**src/sv/sbc_pkg.sv**
```systemverilog
// Shared types, constants and helpers of the segment box clipper.
package sbc_pkg;

  localparam int QDEPTH    = 8;
  localparam int QAW       = $clog2(QDEPTH);
  localparam int ODEPTH    = 32;
  localparam int OAW       = $clog2(ODEPTH);
  localparam int DIV_STEPS = 16;
  localparam int T_ONE     = 65536;
  localparam int T_CLAMP   = T_ONE + 1;

  typedef enum logic [2:0] {
    REG_U_AXIS = 3'd0,
    REG_V_AXIS = 3'd1,
    REG_U_MIN  = 3'd2,
    REG_U_MAX  = 3'd3,
    REG_V_MIN  = 3'd4,
    REG_V_MAX  = 3'd5
  } reg_idx_t;

  typedef struct packed {
    logic [47:0]        u_axis;
    logic [47:0]        v_axis;
    logic signed [31:0] u_min;
    logic signed [31:0] u_max;
    logic signed [31:0] v_min;
    logic signed [31:0] v_max;
  } cfg_t;

  typedef struct packed {
    logic signed [31:0] x;
    logic signed [31:0] y;
    logic signed [31:0] z;
  } vec_t;

  // Edge order: u >= u_min, u <= u_max, v >= v_min, v <= v_max.
  typedef struct packed {
    vec_t              s;
    vec_t              e;
    logic [3:0][32:0]  ep;
    logic [3:0][32:0]  eq;
  } mid_t;

  typedef struct packed {
    logic        visible;
    vec_t        s;
    vec_t        e;
  } res_t;

  function automatic logic signed [31:0] sat32(input logic signed [51:0] x);
    logic signed [31:0] r;
    if (x > 52'sd2147483647)       r = 32'sh7fffffff;
    else if (x < -52'sd2147483648) r = 32'sh80000000;
    else                           r = x[31:0];
    return r;
  endfunction

endpackage

```
**src/sv/sbc_queue.sv**
```systemverilog
// Short queue between the front and back parts.
module sbc_queue (
  input  logic          clk,
  input  logic          rst_n,
  input  logic          push,
  input  sbc_pkg::mid_t push_data,
  input  logic          pop,
  output logic          head_valid,
  output sbc_pkg::mid_t head_data
);

  sbc_pkg::mid_t           mem [sbc_pkg::QDEPTH];
  logic [sbc_pkg::QAW:0]   wr_r, rd_r;

  always_ff @(posedge clk) begin
    if (!rst_n) begin
      wr_r <= '0;
      rd_r <= '0;
    end else begin
      if (push) wr_r <= wr_r + 1'b1;
      if (pop)  rd_r <= rd_r + 1'b1;
    end
  end

  always_ff @(posedge clk) begin
    if (push) mem[wr_r[sbc_pkg::QAW-1:0]] <= push_data;
  end

  assign head_valid = (wr_r != rd_r);
  assign head_data  = mem[rd_r[sbc_pkg::QAW-1:0]];

endmodule

```
**config.mk**
```make
export PLATFORM = sky130hd
export DESIGN_NAME = sbc_queue
export DESIGN_NICKNAME = d
export VERILOG_FILES = /design/src/sv/sbc_pkg.sv /design/src/sv/sbc_queue.sv
export SDC_FILE = /design/constraint.sdc
export NUM_CORES = 2
export LEC_CHECK = 0
export BUFFER_PORTS_ARGS = -buffer_cell sky130_fd_sc_hd__buf_2
export CORE_UTILIZATION = 54
export DETAILED_ROUTE_END_ITERATION = 6
export PLACE_DENSITY = 0.72
export SYNTH_ARGS = -nofsm -noshare
export SYNTH_HDL_FRONTEND = slang
export SYNTH_SLANG_ARGS = --single-unit
```
**constraint.sdc**
```tcl
create_clock -name clk -period 49.8 [get_ports clk]
set_clock_uncertainty 0.15 [all_clocks]
set_input_delay 14.94 -clock clk [delete_from_list [all_inputs] [get_ports clk]]
set_output_delay 14.94 -clock clk [all_outputs]
set_load 0.01 [all_outputs]
```
* Yosys cells after proc, flatten, opt, wreduce, memory -nomap -nowiden
Memories as Yosys holds them, arrays and structs flattened. A register that Yosys moved wholly into a read port is not among the register bits.
Cells that the tools add are included.
** Storage, ports and cells
- Bits in registers :: 8
- Latch bits :: 0
- Memory bits (writable) :: 3648
- Bits in read-only memories :: 0
- Input port bits :: 460
- Output and inout bits :: 457
- Memories :: 1
** Memories
- mem :: depth 8, bits a word 456, rd ports 1, clocked after memory_dff 1, wr ports 1, line sbc_queue.sv:12 : sbc_pkg::mid_t mem [sbc_pkg::QDEPTH];
** Operators by class
- $add $sub $neg :: 2
- Multiply operators :: 0
- Divide/modulo/power cells :: 0
- Order comparisons :: 0
- Eq/ne operators :: 1
- Shift operators :: 0
- Muxes and demuxes :: 4
- Bitwise operators :: 0
- Reductions and logical operators :: 0
** Operator list (count)
- 4-bit by 1-bit adder with 4-bit output (second input constant) :: 2
- 3-bit two-way mux :: 2
- 4-bit != test :: 1
- 1-bit two-way mux :: 2

* Depth between registers and ports, before layout
- Depth after elaboration :: 3
- Gate-level depth with buffers :: 6

* Worst setup path after synthesis
No wires, ideal clock.
- Path type :: input -> register
- Start :: input push
- End :: memory mem[2][0] in the netlist's numbering, enable pin
- Arrival :: 45.683 ns
- Required time :: 47.817 ns
- Slack :: 2.133 ns
- Cell stages on the path :: 2
- Path buffers :: 0
- Path through :: nand2_1 nor3_1
** Between the ends
- Word-level cells in the longest chain between the ends :: 2
** Ends and longest elaborated chain
- start: declaration :: line sbc_queue.sv:5 : input logic push,
- 1-bit two-way mux :: line sbc_queue.sv:26 : if (push) mem[wr_r[sbc_pkg::QAW-1:0]] <= push_data;
- 1-bit two-way mux (not written as such) :: line sbc_queue.sv:26
- end: declaration :: line sbc_queue.sv:12
No other way between the ends.

==> results.ini <==
[run_status]
status = finished, final reports clean

[worst_setup_path]
endpoint = head_data[358]
critPathCaptureType = output pin
reg2regPathDepth = 6
crit_path_top_delay_cell = buf_4
crit_fanout = 116
reg2reg_from = wr_r[0]
worstPathCellList = buf_12 -> buf_12 -> buf_4 -> buf_12 -> buf_4 -> buf_4 -> mux4_2 -> mux2_2 -> buf_2
r2r_slack_ns = 44.17
critPathRequiredTime_ns = 34.71
r2r-end = mem[5][352]
crit_arrival_ns = 7.70
cp-start-kind = flip-flop
path_class = flip-flop to output pin
slowest_delay_ns = 0.86

[synth]
synth_ff_type = edfxtp_1
yosysUniqueCellTypes = 23
syn_nets = 5786
synth-xor-area-share = 0.000575
synth_compound_area_frac = 0.0000912
postSynthAreaPerCell_um2 = 25.8
synthArstFlopShare = 0
synth-simple-area-share = 0.000985
netlist_instances = 5324
synth_warnings = 0
post_synth_instance_area_mm2 = 0.137
ys_seq_area_frac = 0.800
synth_fa_ha_area_frac = 0.000182
synthMuxAreaShare = 0.187
ys_ff_latch = 3659
synth_top_family_by_area = multiplexers
synth_edf_count = 3648

[route]
dr.pass1.iters = 5
drc = 0
ant_nets = 0
vias_per_cell = 6.02
vias = 61300
drt-initial-drc-count = 6159
wl_per_cell_um = 28.9
wl_um = 294000

[clocking]
cts_resized = 0
clkTransAtPathRegs_ns = 0.06
clock_sinks = 3659
htree_levels = 5
post_cts_buffers = 0
hold_buffers = 0
clk_path_buf_depth = 4
cts_root_buffer = clkbuf_16
numCtsBuffers = 371
tritoncts = done
worstSkewPairLatency_ns = 0.98

[timing]
setup_tns_ns = 0
max-slew-margin-rel = 0.176
rsz0062_at_grt = false
timing.final.crit_period_ns = 22.79
worst_pin_slew_ns = 1.24
setup_viol = 0
slew_violations = 0
final_hold_viol_count = 0
max_freq_mhz = 43.9
setup_slack_ns = 27.01
post-route-period-util = 0.458

[power_and_ir_drop]
vdd_drop_max_mv = 0.0458
power_density_mw_per_mm2 = 42.4
p_clk_frac = 0.397
switching_share = 0.214
p_sw_mw = 1.42
power_frac_seq = 0.523
p_total_mw = 6.66
pwr-share-comb = 0.079
p_leak_nw = 49.7
intPower_mw = 5.24

[die]
die_h_um = 506
die-width_um = 506
dieArea_mm2 = 0.256
pin_count = 917
initial_core_util = 0.545
rows = 184
fp.coreArea_mm2 = 0.252

[placement]
dpl.hpwl_um = 166000
portBuffers = 916
place_ws_ns = 27.69
place_congestion = 0.760

[grt]
grt_max_degree = 164
first_global_vias = 63200
grt_pass1_wl_um = 429000
grtUsageTotal = 0.229
overflow = 0
antenna_found_initial = 150

[run]
drv_cap = 0

[finish]
fin_util = 0.624
drive_gt1_frac = 0.431
final_nets = 6928
syn_to_final_growth_pct = 14.7
final_common_cell = edfxtp_1
final_cell_mix = 3,648 x edfxtp_1, 916 x buf_2, 912 x mux4_2

[worst_hold_path]
hold_path_class = flip-flop to flip-flop
whs_path_depth = 2
min_from = wr_r[3]

-- stage by stage --
| stage | hold WS, ns | area (um^2) | instances |
|---|---|---|---|
| 2_1_floorplan | 0.327 | 137000 | 5324 |
| 3_3_place_gp | 0.351 | 146000 | 9441 |
| 3_5_place_dp | 0.362 | 146000 | 9441 |
| 4_1_cts | 0.368 | 157000 | 10100 |
| 5_1_grt | 0.414 | 157000 | 10100 |
| 6_report | 0.369 | 157000 | 10200 |
-- power groups by stage --
| stage | sequential, mW | combinational [mW] | clock [mW] |
|---|---|---|---|
| 2_1_floorplan | 3.62 | 0.322 | 0 |
| 3_3_place_gp | 3.55 | 0.526 | 0 |
| 3_5_place_dp | 3.55 | 0.534 | 0 |
| 4_1_cts | 3.49 | 0.537 | 2.69 |
| 5_1_grt | 3.49 | 0.561 | 2.80 |
| 6_report | 3.49 | 0.529 | 2.65 |
-- flip-flops by register name, indices dropped and copies added (netlist names), named ones only --
register	count
wr_r	4
mem	3648
rd_r	4
-- critical path, delay by kind of cell (launching register included) --
kind | cells | cell delay, ns
flops | 1 | 0.75
mux | 2 | 0.91
buf+inv | 7 | 4.64
-- layer usage --
layer	up-vias	global-route usage	wire length (um)
met1	32700	0.311	114000
met4	110	0.0678	8760
met3	626	0.0669	27800
li1	25500	-	-
met2	2445	0.362	142000
met5	-	0	702
-- logic make-up (layout without fill, tap and decap cells) --
family                     count (synthesis)  after routing
DFF                                     3659           3659
muxes                                   1370           1370
buffers and inverters                    256           1687
and+or+nand+nor                           26             26
xor gates and xnor gates                   9              9
adders and majority gates                  2              2
AOI/OAI and AO/OA                          2              2
other                                      0             79
-- layout make-up --
class,instances,area (um^2)
multi-input cells,1409,26000
flip-flops and latches,3659,110000
clock buffers,438,9620
fillers,16400,94600
repair buffers,1025,5550
well taps,3348,4190
clock inverters,224,1950
diodes,79,198
-- synthesized netlist by cell type (3+ instances only) --
cell      count  area share
edfxtp_1   3648        0.80
xnor2_1       7     0.00045
dfxtp_1      11      0.0016
clkbuf_1    107      0.0029
mux4_2      912        0.15
nor2_1        6     0.00016
and2_1        6     0.00027
buf_1        42      0.0011
buf_6        44      0.0036
mux2_2      456       0.037
nand2b_1      3     0.00014
buf_2        33      0.0012
buf_4        30      0.0016
nand2_1       4     0.00011
-- worst min path at each step --
| stage | to | slack, ns |
|---|---|---|
| after floorplan | wr_r[3] | 0.33 |
| after global placement | wr_r[3] | 0.35 |
| after detailed placement | wr_r[3] | 0.36 |
| after CTS | wr_r[3] | 0.37 |
| after global routing | wr_r[3] | 0.41 |
| final | wr_r[3] | 0.37 |
Note: power is estimated with default switching activity, not from simulation.
